`config.mk`:
```
export PLATFORM = sky130hd
export DESIGN_NAME = rtu_frame_receiver_unit_flat
export DESIGN_NICKNAME = d
export VERILOG_FILES = /design/src/sv/rtu_pkg.sv /design/src/sv/rtu_in_if.sv /design/src/sv/rtu_out_if.sv /design/src/sv/rtu_core.sv /design/src/sv/rtu_rfifo.sv /design/src/sv/rtu_frame_receiver_unit.sv /design/src/flat_wrapper.sv
export SDC_FILE = /design/constraint.sdc
export NUM_CORES = 1
export LEC_CHECK = 0
export BUFFER_PORTS_ARGS = -buffer_cell sky130_fd_sc_hd__buf_2
export CORE_ASPECT_RATIO = 0.6
export CORE_MARGIN = 5
export CORE_UTILIZATION = 40
export CTS_BUF_LIST = sky130_fd_sc_hd__clkbuf_4 sky130_fd_sc_hd__clkbuf_8
export DETAILED_ROUTE_END_ITERATION = 8
export HOLD_SLACK_MARGIN = 0.02
export SYNTH_ARGS = -nofsm -noshare
export SYNTH_HDL_FRONTEND = slang
export SYNTH_SLANG_ARGS = --single-unit
```
`constraint.sdc`:
```
create_clock -name i_clk -period 8.2 [get_ports i_clk]
set_input_delay 0.41 -clock i_clk [delete_from_list [all_inputs] [get_ports i_clk]]
set_output_delay 0.41 -clock i_clk [all_outputs]
set_load 0.02 [all_outputs]
```
`src/sv/rtu_pkg.sv`:
```
// Shared types, codes and the CRC-16 byte update for the frame receiver.
package rtu_pkg;

    localparam logic [1:0] OP_BYTE = 2'd0;
    localparam logic [1:0] OP_TICK = 2'd1;
    localparam logic [1:0] OP_ARM  = 2'd2;

    localparam logic KIND_DATA = 1'b0;
    localparam logic KIND_END  = 1'b1;

    localparam logic [1:0] ST_OK      = 2'd0;
    localparam logic [1:0] ST_SHORT   = 2'd1;
    localparam logic [1:0] ST_CRC_ERR = 2'd2;
    localparam logic [1:0] ST_TIMEOUT = 2'd3;

    localparam logic [1:0] REG_LISTEN_MODE = 2'd0;
    localparam logic [1:0] REG_BYTE_GAP    = 2'd1;
    localparam logic [1:0] REG_FRAME_GAP   = 2'd2;
    localparam logic [1:0] REG_RESPONSE    = 2'd3;

    localparam logic [15:0] CRC_POLY = 16'hA001;
    localparam logic [15:0] CRC_SEED = 16'hFFFF;

    localparam logic [15:0] BYTE_GAP_RST  = 16'd2604;
    localparam logic [15:0] FRAME_GAP_RST = 16'd4686;
    localparam logic [23:0] RESPONSE_RST  = 24'd1000000;

    typedef struct packed {
        logic        listen_mode;
        logic [15:0] byte_gap_ticks;
        logic [15:0] frame_gap_ticks;
        logic [23:0] response_ticks;
    } t_cfg;

    typedef struct packed {
        logic       kind;
        logic [7:0] data_byte;
        logic [1:0] status;
        logic [7:0] address;
        logic [7:0] pdu_length;
        logic       last;
    } t_res;

    // Up to two results produced by one item.
    typedef struct packed {
        logic [1:0] count;
        t_res       res0;
        t_res       res1;
    } t_push;

    function automatic logic [15:0] crc_fold(input logic [15:0] crc, input logic [7:0] b);
        logic [15:0] c;
        c = crc ^ {8'h00, b};
        for (int k = 0; k < 8; k++) begin
            if (c[0]) begin
                c = (c >> 1) ^ CRC_POLY;
            end else begin
                c = c >> 1;
            end
        end
        return c;
    endfunction

endpackage

```
`src/sv/rtu_in_if.sv`:
```
// Input channel: one received byte, tick or arm request per transfer.
interface rtu_in_if;
    logic       valid;
    logic       ready;
    logic [1:0] operation;
    logic [7:0] rx_byte;

    modport source (output valid, output operation, output rx_byte, input ready);
    modport sink   (input valid, input operation, input rx_byte, output ready);
endinterface

```
`src/sv/rtu_out_if.sv`:
```
// Output channel: one frame data byte or frame end report per transfer.
interface rtu_out_if;
    logic       valid;
    logic       ready;
    logic       kind;
    logic [7:0] data_byte;
    logic [1:0] status;
    logic [7:0] address;
    logic [7:0] pdu_length;
    logic       last;

    modport source (output valid, output kind, output data_byte, output status,
                    output address, output pdu_length, output last, input ready);
    modport sink   (input valid, input kind, input data_byte, input status,
                    input address, input pdu_length, input last, output ready);
endinterface

```
`src/sv/rtu_core.sv`:
```
// Frame state, silence counters, CRC check and result assembly.
module rtu_core
    import rtu_pkg::*;
#(
    parameter int FRAME_CAPACITY = 256
) (
    input  logic       i_clk,
    input  logic       i_rst_n,
    input  logic       i_fire,
    input  logic [1:0] i_operation,
    input  logic [7:0] i_rx_byte,
    input  t_cfg       i_cfg,
    output t_push      o_push
);

    localparam int CNT_W = $clog2(FRAME_CAPACITY + 1);

    logic [7:0]       r_delay0, r_delay1, n_delay0, n_delay1;
    logic [CNT_W-1:0] r_count, n_count;
    logic [15:0]      r_crc, n_crc;
    logic [15:0]      r_gap, n_gap;
    logic [23:0]      r_wait, n_wait;
    logic             r_open, n_open;
    logic             r_idle, n_idle;
    logic             r_armed, n_armed;
    logic [7:0]       r_addr, n_addr;

    function automatic t_res end_report(input logic [CNT_W-1:0] cnt, input logic [15:0] crc,
                                        input logic [7:0] lo, input logic [7:0] hi,
                                        input logic [7:0] addr);
        t_res r;
        logic [CNT_W-1:0] len;
        r = '0;
        len = cnt - CNT_W'(3);
        r.kind = KIND_END;
        r.address = addr;
        if (cnt < CNT_W'(4)) begin
            r.status = ST_SHORT;
        end else begin
            r.status = ({hi, lo} == crc) ? ST_OK : ST_CRC_ERR;
            r.pdu_length = 8'(len);
        end
        return r;
    endfunction

    always_comb begin
        logic             start, emit, ended;
        logic [CNT_W-1:0] count0, count1;
        logic [15:0]      crc0, crc1, gap1;
        logic [23:0]      wait1;
        t_res             slot0, slot1;
        logic [1:0]       cnt;

        n_delay0 = r_delay0;
        n_delay1 = r_delay1;
        n_count  = r_count;
        n_crc    = r_crc;
        n_gap    = r_gap;
        n_wait   = r_wait;
        n_open   = r_open;
        n_idle   = r_idle;
        n_armed  = r_armed;
        n_addr   = r_addr;
        slot0    = '0;
        slot1    = '0;
        cnt      = 2'd0;
        start    = 1'b0;
        emit     = 1'b0;
        ended    = 1'b0;
        count0   = r_count;
        count1   = r_count;
        crc0     = r_crc;
        crc1     = r_crc;
        gap1     = r_gap;
        wait1    = r_wait;

        case (i_operation)
            OP_BYTE: begin
                start  = !r_open && (i_cfg.listen_mode || r_idle);
                count0 = start ? '0 : r_count;
                crc0   = start ? CRC_SEED : r_crc;
                if (start) begin
                    n_addr  = i_rx_byte;
                    n_armed = 1'b0;
                end
                n_idle = 1'b0;
                n_gap  = '0;
                if (r_open || start) begin
                    n_open = 1'b1;
                    // two newest bytes are held back as candidate CRC
                    emit = count0 >= CNT_W'(2);
                    crc1 = crc0;
                    if (emit) begin
                        slot0.kind      = KIND_DATA;
                        slot0.data_byte = r_delay0;
                        crc1            = crc_fold(crc0, r_delay0);
                        cnt             = 2'd1;
                    end
                    n_delay0 = r_delay1;
                    n_delay1 = i_rx_byte;
                    count1   = count0 + CNT_W'(1);
                    n_count  = count1;
                    n_crc    = crc1;
                    if (count1 >= CNT_W'(FRAME_CAPACITY)) begin
                        if (emit) begin
                            slot1 = end_report(count1, crc1, r_delay1, i_rx_byte, n_addr);
                            cnt   = 2'd2;
                        end else begin
                            slot0 = end_report(count1, crc1, r_delay1, i_rx_byte, n_addr);
                            cnt   = 2'd1;
                        end
                        n_open  = 1'b0;
                        n_count = '0;
                        n_crc   = CRC_SEED;
                    end
                end
            end
            OP_TICK: begin
                gap1   = (r_gap != 16'hFFFF) ? r_gap + 16'd1 : r_gap;
                wait1  = (r_wait != 24'hFFFFFF) ? r_wait + 24'd1 : r_wait;
                n_gap  = gap1;
                n_wait = wait1;
                ended  = r_open && (gap1 >= i_cfg.byte_gap_ticks);
                if (ended) begin
                    slot0   = end_report(r_count, r_crc, r_delay0, r_delay1, r_addr);
                    cnt     = 2'd1;
                    n_open  = 1'b0;
                    n_count = '0;
                    n_crc   = CRC_SEED;
                end
                if (gap1 >= i_cfg.frame_gap_ticks) begin
                    n_idle = 1'b1;
                end
                if (r_armed && !(r_open && !ended) && wait1 >= i_cfg.response_ticks) begin
                    n_armed = 1'b0;
                    if (ended) begin
                        slot1.kind   = KIND_END;
                        slot1.status = ST_TIMEOUT;
                        cnt          = 2'd2;
                    end else begin
                        slot0.kind   = KIND_END;
                        slot0.status = ST_TIMEOUT;
                        cnt          = 2'd1;
                    end
                end
            end
            OP_ARM: begin
                if (i_cfg.listen_mode && !r_open) begin
                    n_armed = 1'b1;
                    n_wait  = '0;
                end
            end
            default: begin
            end
        endcase

        if (cnt == 2'd2) begin
            slot1.last = 1'b1;
        end else if (cnt == 2'd1) begin
            slot0.last = 1'b1;
        end

        o_push.count = cnt;
        o_push.res0  = slot0;
        o_push.res1  = slot1;
    end

    always_ff @(posedge i_clk) begin
        if (!i_rst_n) begin
            r_delay0 <= '0;
            r_delay1 <= '0;
            r_count  <= '0;
            r_crc    <= CRC_SEED;
            r_gap    <= '0;
            r_wait   <= '0;
            r_open   <= 1'b0;
            r_idle   <= 1'b0;
            r_armed  <= 1'b0;
            r_addr   <= '0;
        end else if (i_fire) begin
            r_delay0 <= n_delay0;
            r_delay1 <= n_delay1;
            r_count  <= n_count;
            r_crc    <= n_crc;
            r_gap    <= n_gap;
            r_wait   <= n_wait;
            r_open   <= n_open;
            r_idle   <= n_idle;
            r_armed  <= n_armed;
            r_addr   <= n_addr;
        end
    end

endmodule

```
`src/sv/rtu_rfifo.sv`:
```
// Four-entry result queue: up to two in a cycle, one out when ready.
module rtu_rfifo
    import rtu_pkg::*;
(
    input  logic       i_clk,
    input  logic       i_rst_n,
    input  logic       i_push_en,
    input  t_push      i_push,
    output logic [2:0] o_space,
    output logic       o_valid,
    input  logic       i_ready,
    output t_res       o_res
);

    localparam int DEPTH = 4;

    t_res       r_q [DEPTH];
    logic [1:0] r_wptr, r_rptr;
    logic [2:0] r_count;
    logic       pop;
    logic [1:0] push_n;

    assign pop     = (r_count != 3'd0) && i_ready;
    assign push_n  = i_push_en ? i_push.count : 2'd0;
    assign o_space = 3'(DEPTH) - r_count;
    assign o_valid = r_count != 3'd0;
    assign o_res   = r_q[r_rptr];

    always_ff @(posedge i_clk) begin
        if (push_n != 2'd0) begin
            r_q[r_wptr] <= i_push.res0;
        end
        if (push_n == 2'd2) begin
            r_q[r_wptr + 2'd1] <= i_push.res1;
        end
    end

    always_ff @(posedge i_clk) begin
        if (!i_rst_n) begin
            r_wptr  <= '0;
            r_rptr  <= '0;
            r_count <= '0;
        end else begin
            r_wptr  <= r_wptr + push_n;
            r_rptr  <= r_rptr + {1'b0, pop};
            r_count <= r_count + {1'b0, push_n} - {2'b00, pop};
        end
    end

endmodule

```
`src/sv/rtu_frame_receiver_unit.sv`:
```
// Path: an input transfer lands in the input register; the edge on which the queue has room for
// all its results updates the frame state and queues them, offered right after that edge.
// Throughput: one input item per clock while the queue has room; one result per clock while the
// reader is ready, so an item with two results (data byte plus end report) takes two output
// transfers of a 4-entry queue.
// Reset: synchronous, active low; frame state, counters, pointers and configuration registers
// return to their defaults at once, with no clearing pass; queue storage and held input are not.
module rtu_frame_receiver_unit
    import rtu_pkg::*;
#(
    parameter int FRAME_CAPACITY = 256
) (
    input  logic        i_clk,
    input  logic        i_rst_n,
    input  logic        psel,
    input  logic        penable,
    input  logic        pwrite,
    input  logic [3:0]  paddr,
    input  logic [31:0] pwdata,
    output logic [31:0] prdata,
    output logic        pready,
    rtu_in_if.sink      i_in,
    rtu_out_if.source   o_out
);

    // Configuration registers, to be written only while the block is quiet; the block does not enforce it.
    t_cfg       r_cfg;
    logic       cfg_wr;
    logic [1:0] cfg_idx;

    // Input register in front of the single-pass core.
    logic       r_in_valid;
    logic [1:0] r_in_op;
    logic [7:0] r_in_byte;

    t_push      push;
    logic [2:0] space;
    logic       fire;
    logic       in_xfer;
    t_res       res;

    assign pready  = 1'b1;
    assign cfg_wr  = psel && penable && pwrite;
    assign cfg_idx = paddr[3:2];

    always_ff @(posedge i_clk) begin
        if (!i_rst_n) begin
            r_cfg.listen_mode     <= 1'b0;
            r_cfg.byte_gap_ticks  <= BYTE_GAP_RST;
            r_cfg.frame_gap_ticks <= FRAME_GAP_RST;
            r_cfg.response_ticks  <= RESPONSE_RST;
        end else if (cfg_wr) begin
            unique case (cfg_idx)
                REG_LISTEN_MODE: r_cfg.listen_mode     <= pwdata[0];
                REG_BYTE_GAP:    r_cfg.byte_gap_ticks  <= pwdata[15:0];
                REG_FRAME_GAP:   r_cfg.frame_gap_ticks <= pwdata[15:0];
                REG_RESPONSE:    r_cfg.response_ticks  <= pwdata[23:0];
                default: begin
                end
            endcase
        end
    end

    always_comb begin
        unique case (cfg_idx)
            REG_LISTEN_MODE: prdata = {31'd0, r_cfg.listen_mode};
            REG_BYTE_GAP:    prdata = {16'd0, r_cfg.byte_gap_ticks};
            REG_FRAME_GAP:   prdata = {16'd0, r_cfg.frame_gap_ticks};
            REG_RESPONSE:    prdata = {8'd0, r_cfg.response_ticks};
            default:         prdata = '0;
        endcase
    end

    // The held item is processed once the queue has room for all its results;
    // the input register refills in the same cycle.
    assign fire       = r_in_valid && (space >= {1'b0, push.count});
    assign i_in.ready = !r_in_valid || fire;
    assign in_xfer    = i_in.valid && i_in.ready;

    always_ff @(posedge i_clk) begin
        if (!i_rst_n) begin
            r_in_valid <= 1'b0;
        end else if (in_xfer) begin
            r_in_valid <= 1'b1;
        end else if (fire) begin
            r_in_valid <= 1'b0;
        end
    end

    always_ff @(posedge i_clk) begin
        if (in_xfer) begin
            r_in_op   <= i_in.operation;
            r_in_byte <= i_in.rx_byte;
        end
    end

    rtu_core #(
        .FRAME_CAPACITY(FRAME_CAPACITY)
    ) u_core (
        .i_clk      (i_clk),
        .i_rst_n    (i_rst_n),
        .i_fire     (fire),
        .i_operation(r_in_op),
        .i_rx_byte  (r_in_byte),
        .i_cfg      (r_cfg),
        .o_push     (push)
    );

    rtu_rfifo u_rfifo (
        .i_clk    (i_clk),
        .i_rst_n  (i_rst_n),
        .i_push_en(fire),
        .i_push   (push),
        .o_space  (space),
        .o_valid  (o_out.valid),
        .i_ready  (o_out.ready),
        .o_res    (res)
    );

    assign o_out.kind       = res.kind;
    assign o_out.data_byte  = res.data_byte;
    assign o_out.status     = res.status;
    assign o_out.address    = res.address;
    assign o_out.pdu_length = res.pdu_length;
    assign o_out.last       = res.last;

endmodule

```
`src/flat_wrapper.sv`:
```
// flat-port wrapper written by rule: the top's interface ports become plain ports
module rtu_frame_receiver_unit_flat import rtu_pkg::*;
#(
    parameter int FRAME_CAPACITY = 256
)
  (i_clk, i_rst_n, psel, penable, pwrite, paddr, pwdata, prdata, pready, i_in_valid, i_in_operation, i_in_rx_byte, i_in_ready, o_out_valid, o_out_kind, o_out_data_byte, o_out_status, o_out_address, o_out_pdu_length, o_out_last, o_out_ready);
  rtu_in_if i_in_i ();
  rtu_out_if o_out_i ();
  input  logic i_clk;
  input  logic i_rst_n;
  input  logic psel;
  input  logic penable;
  input  logic pwrite;
  input  logic [3:0] paddr;
  input  logic [31:0] pwdata;
  output logic [31:0] prdata;
  output logic pready;
  input wire logic [$bits(i_in_i.valid)-1:0] i_in_valid;
  input wire logic [$bits(i_in_i.operation)-1:0] i_in_operation;
  input wire logic [$bits(i_in_i.rx_byte)-1:0] i_in_rx_byte;
  output wire logic [$bits(i_in_i.ready)-1:0] i_in_ready;
  output wire logic [$bits(o_out_i.valid)-1:0] o_out_valid;
  output wire logic [$bits(o_out_i.kind)-1:0] o_out_kind;
  output wire logic [$bits(o_out_i.data_byte)-1:0] o_out_data_byte;
  output wire logic [$bits(o_out_i.status)-1:0] o_out_status;
  output wire logic [$bits(o_out_i.address)-1:0] o_out_address;
  output wire logic [$bits(o_out_i.pdu_length)-1:0] o_out_pdu_length;
  output wire logic [$bits(o_out_i.last)-1:0] o_out_last;
  input wire logic [$bits(o_out_i.ready)-1:0] o_out_ready;
  assign i_in_i.valid = i_in_valid;
  assign i_in_i.operation = i_in_operation;
  assign i_in_i.rx_byte = i_in_rx_byte;
  assign i_in_ready = i_in_i.ready;
  assign o_out_valid = o_out_i.valid;
  assign o_out_kind = o_out_i.kind;
  assign o_out_data_byte = o_out_i.data_byte;
  assign o_out_status = o_out_i.status;
  assign o_out_address = o_out_i.address;
  assign o_out_pdu_length = o_out_i.pdu_length;
  assign o_out_last = o_out_i.last;
  assign o_out_i.ready = o_out_ready;
  rtu_frame_receiver_unit #(.FRAME_CAPACITY(FRAME_CAPACITY)) u_core (.i_clk(i_clk), .i_rst_n(i_rst_n), .psel(psel), .penable(penable), .pwrite(pwrite), .paddr(paddr), .pwdata(pwdata), .prdata(prdata), .pready(pready), .i_in(i_in_i), .o_out(o_out_i));
endmodule
```
# After elaboration in Yosys (flattened, before gate mapping)
# Memories as Yosys holds them, arrays and structs flattened. A register that Yosys moved wholly into a read port is not among the register bits.
# Cells that the tools add are included.
[totals]
ff_bits = 167
mem_bits_rw = 112
in_bits = 53
output_inout_bits = 63
word_cells = 209
memories = 1
[classes]
add_sub_neg = 11
n_lt_le_gt_ge = 8
n_eq_ne = 18
mux = 105
bitwise = 9
reduce_logical = 37
[mem_list]
columns = ["name", "depth", "width", "rd", "rd_clocked_by_memory_dff", "wr", "line_no", "text"]
rows = [
  ["u_core.u_rfifo.r_q", 4, 28, 1, 1, 2, "rtu_rfifo.sv:17", "t_res r_q [DEPTH];"],
]
[op_table]
columns = ["cell", "count"]
rows = [
  ["16-bit two-way mux", 37],
  ["28-bit two-way mux", 7],
  ["32-bit case mux with 4 select lines", 1],
  ["16-bit case mux with 2 select lines", 2],
  ["28-bit case mux with 2 select lines", 1],
  ["24-bit two-way mux", 2],
  ["24-bit case mux with 2 select lines", 1],
  ["8-bit two-way mux", 5],
  ["9-bit two-way mux", 4],
  ["16-bit equality test", 2],
  ["16-bit greater-or-equal comparator", 2],
  ["2-bit two-way mux", 15],
  ["24-bit by 1-bit adder with 24-bit output, second input constant", 1],
  ["24-bit greater-or-equal comparator", 1],
  ["24-bit inequality test, second input constant", 1],
  ["2-bit NOT with 3-bit output", 8],
  ["1-bit two-way mux", 22],
  ["9-bit by 3-bit < comparator with 1-bit output, second input constant", 2],
  ["9-bit case mux with 2 select lines", 1],
  ["17-bit two-way mux", 1],
  ["16-bit by 1-bit adder with 16-bit output, second input constant", 1],
  ["16-bit inequality test, second input constant", 1],
  ["8-bit by 2-bit subtractor with 8-bit output, second input constant", 2],
  ["16-bit by 8-bit XOR with 16-bit output", 1],
  ["26 further kinds", 67],
]

# Longest topological paths before layout
[logic_depth]
word_depth = 53
depth_mapped = 35
ltp_nobuf = 31

# Modules after synthesis
# From an unflattened synthesis, not the netlist that was laid out.
[hier_totals]
cells_unflattened = 1677
hier_area_um2 = 17082.6
[by_module_without_submodules]
columns = ["mod", "n_inst", "cells_each", "area_per_inst_um2", "seq_area_each_um2"]
rows = [
  ["rtu_core", 1, 1043, 7966.4, 1841.8],
  ["rtu_rfifo", 1, 327, 5985.7, 3503.4],
  ["rtu_frame_receiver_unit", 1, 307, 3130.5, 1461.4],
]

# Worst setup path before layout
# Ideal clock, no wire load.
[synth_timing]
kind = "register to register"
startpoint = "register u_core.u_core.r_wait[0]"
endpoint = "memory u_core.u_rfifo.r_q[1][0] (netlist bit), enable pin"
setup_ps = 377
t_arrival_ps = 6690
required_ps = 7823
path_slack_ps = 1134
path_stages_with_launch = 29
n_path_buf = 1
synth_period_minus_slack_ps = 7066
cell_sequence = "dfxtp_1 -> ha_1 -> nand3_1 -> nor4_1 -> nor4b_1 -> and3_1 -> nand2_1 -> xnor2_1 -> ha_1 -> a21o_1 -> a21o_1 -> a21oi_1 -> and3b_1 -> o221ai_1 -> a2111oi_1 -> nor2_1 -> nand2_1 -> ha_1 -> a22o_1 -> ha_1 -> nor2b_1 -> o21ai_0 -> and2_1 -> nand2_1 -> nor3_1 -> nand2_1 -> and2_1 -> buf_1 -> nand2_1"
[synth_lines]
columns = ["item", "line_no", "text"]
rows = [
  ["start: declaration", "rtu_core.sv:22", "logic [23:0] r_wait, n_wait;"],
  ["start signal: assignment", "rtu_core.sv:186", "r_wait <= n_wait;"],
  ["end: declaration", "rtu_rfifo.sv:17", ""],
]

==> impl_metrics.json <==
{
  "cts.repair.resized": 0,
  "die_h_um": 166,
  "wire_per_inst_um": 20.0,
  "drt_iter0_drc": 1315,
  "synth_top_area_share_pct": 23.4,
  "power.total_mw": 3.15,
  "ios": 116,
  "clock_latency_ns": 0.61,
  "start_kind": "flop",
  "drt-total-wl_um": 49300,
  "async_flop_share_pct": 0,
  "hold_ws_ns": 0.0768,
  "gr-total-overflow": 0,
  "clkTransAtPathRegs_ns": 0.06,
  "cp-end-kind": "flop",
  "antenna_left": 0,
  "initial_core_util_pct": 40.3,
  "vias_per_cell": 5.71,
  "irDropWorstVdd_mv": 0.0951,
  "synth_area_leaders": "dfxtp_1 23%, edfxtp_1 17%, nand2_1 5.9%",
  "area_growth_pct": 12.3,
  "grt_first_pass_wirelength_um": 76300,
  "drc": 0,
  "yosysSeqAreaShare_pct": 40.0,
  "clock.fmax_mhz": 132,
  "rsz0062_at_grt": "no",
  "p_leak_nw": 6.87,
  "period_needed_ns": 7.58,
  "cp_slowest_cell": "a21oi_1",
  "crit_path_frequent_cell": "nand2_1",
  "slew_headroom_pct": 18.7,
  "synth_edf_count": 90,
  "grt_pass1_vias": 13011,
  "syn_area_sq_um": 16200,
  "arrival_ns": 7.83,
  "worst_pin_slew_ns": 1.22,
  "hp-class": "input port to flop",
  "root_buffer": "clkbuf_8",
  "rows": 57,
  "r2r_start": "u_core.u_core.r_gap[3]$_SDFFE_PN0P_",
  "synth_warnings": 0,
  "cts_tree": "yes",
  "dp_hpwl_um": 35400,
  "core_area_sq_um": 40200,
  "critical_path_class": "flop to flop",
  "antenna_found_initial": 2,
  "port-buffer-count": 96,
  "numCtsBuffers": 47,
  "skew_ns": 0.0466,
  "gp_congestion": 0.952,
  "slowest_delay_ns": 0.57,
  "yosysTopAreaCell": "dfxtp_1",
  "slew_violations": 0,
  "synth_top_flop_cell": "dfxtp_1",
  "final_common_cell": "nand2_1",
  "ys_seq_elements": 279,
  "drive_above_1_share_pct": 14.4,
  "final_nets": 2021,
  "grt_usage_pct": 21.1,
  "clock_sinks": 279,
  "status": "finished, final reports clean",
  "dieArea_sq_um": 44800,
  "worstPathRequired_ns": 8.44,
  "firstDrtPassIters": 5,
  "synth_cell_types": 76,
  "fin_crit_sh_pct": 92.4,
  "grt_start_max_net_pins": 80,
  "cp_max_fo": 20,
  "cts_hold_buf": 10,
  "setup_tns_ns": 0,
  "chipWidth_um": 270,
  "cellPowerDensity_nw_per_um2": 173,
  "hp-start": "pwdata[18]",
  "finalSetupViolCount": 0,
  "syn_area_per_cell_sq_um": 8.89,
  "finalHoldViolCount": 0,
  "cts_setup_buffers": 0,
  "netlist_instances": 1822,
  "cts_buffer_depth": 3,
  "htreeDepth": 2,
  "maxCapViolCount": 0,
  "crit_start": "u_core.u_core.r_gap[3]$_SDFFE_PN0P_",
  "via_count": 14053,
  "final_cell_mix": "254 x nand2_1, 188 x dfxtp_1, 137 x a21oi_1, 122 x nor2_1, 96 x buf_2"
}
[report_power, final]
part           total (mW)  leakage [nW]  switching (mW)  internal, mW
clock                1.31         0.531           0.583         0.729
sequential           1.50          2.37          0.0577          1.44
combinational       0.344          3.97           0.198         0.146
total                3.15          6.87           0.839          2.31
[per-stage QoR]
step	setup slack [ns]	cell area [sq um]	util (%)	std cells
after floorplan	1.13	16200	-	1829
after global placement	0.775	17100	42.5	2365
after detailed placement	0.731	17100	42.5	2365
after CTS	0.689	18200	45.2	2459
after global routing	0.0739	18200	45.2	2460
final	0.619	18200	45.2	2460
[worst max-delay path, delay by kind of cell (launching register included)]
family / cells / cell delay, ns
and+or+nand+nor: 16 / 3.51
AOI/OAI and AO/OA: 7 / 1.87
adders and majority gates: 3 / 0.85
DFF: 1 / 0.49
buffers and inverters: 1 / 0.32
xor gates and xnor gates: 1 / 0.19
[routing by layer]
layer	global-route usage, %	part of all wire [%]
met5	0	0.041
met4	5.17	1.9
met3	5.56	9.8
met2	29.2	40
met1	32.6	48
[final timing paths]
check / to / slack [ns] / cells after the start
max: u_core.u_rfifo.r_q[1][12]$_DFFE_PP_ / 0.62 / 28
min: u_core.r_cfg[18]$_SDFFE_PN1P_ / 0.08 / 3
max reg2reg: u_core.u_rfifo.r_q[1][12]$_DFFE_PP_ / 0.62 / 28
min reg2reg: u_core.r_cfg[34]$_SDFFE_PN0P_ / 0.46 / 2
[registers in the layout (all words and copies together), names as in the netlist, 2 cells and up]
signal / count
u_core.u_core.r_wait: 24
u_core.r_in_byte: 8
u_core.u_rfifo.r_q: 112
u_core.u_core.r_delay0: 8
u_core.r_cfg: 57
u_core.u_core.r_gap: 16
u_core.u_core.r_count: 9
u_core.u_core.r_crc: 16
u_core.u_rfifo.r_count: 3
u_core.u_rfifo.r_rptr: 2
u_core.u_core.r_delay1: 8
u_core.r_in_op: 2
u_core.u_rfifo.r_wptr: 2
u_core.u_core.r_addr: 8
[synth_stat cells, drive strengths merged (9+ instances only)]
cell,n
nand2,254
dfxtp,189
a21oi,137
nor2,124
clkbuf,93
edfxtp,90
nand3,84
inv,80
o21ai,79
ha,74
xnor2,62
a21o,52
xor2,48
o22ai,46
buf,38
a21boi,34
nor3,31
mux4,29
o211ai,26
mux2i,23
and3,20
nand4,20
a22oi,19
a22o,18
nor4,17
and2,14
nor2b,13
or3,11
nand2b,10
a211oi,9
[cells by family (layout without fill, tap and decap cells)]
family / after synthesis / count (layout) / synth area share (%)
compound gates: 465 / 465 / 18.6
other cells: 2 / 10 / 0.0464
buf+inv: 211 / 310 / 5.47
fa+ha+maj: 75 / 75 / 5.84
flops: 279 / 279 / 40.0
xor+xnor: 114 / 114 / 6.73
simple gates: 620 / 620 / 17.5
mux: 56 / 56 / 5.73
[area by class of cell]
class                   instances  area (sq um)
clock inverters                11          86.3
clock buffers                  73           898
diodes                          1          2.50
well taps                     531           664
multi-input cells            1339          8870
inverters                      80           302
flip-flops and latches        279          6490
repair buffers                146           881
fillers                      3884         22000
(Power assumes the default switching activity.)
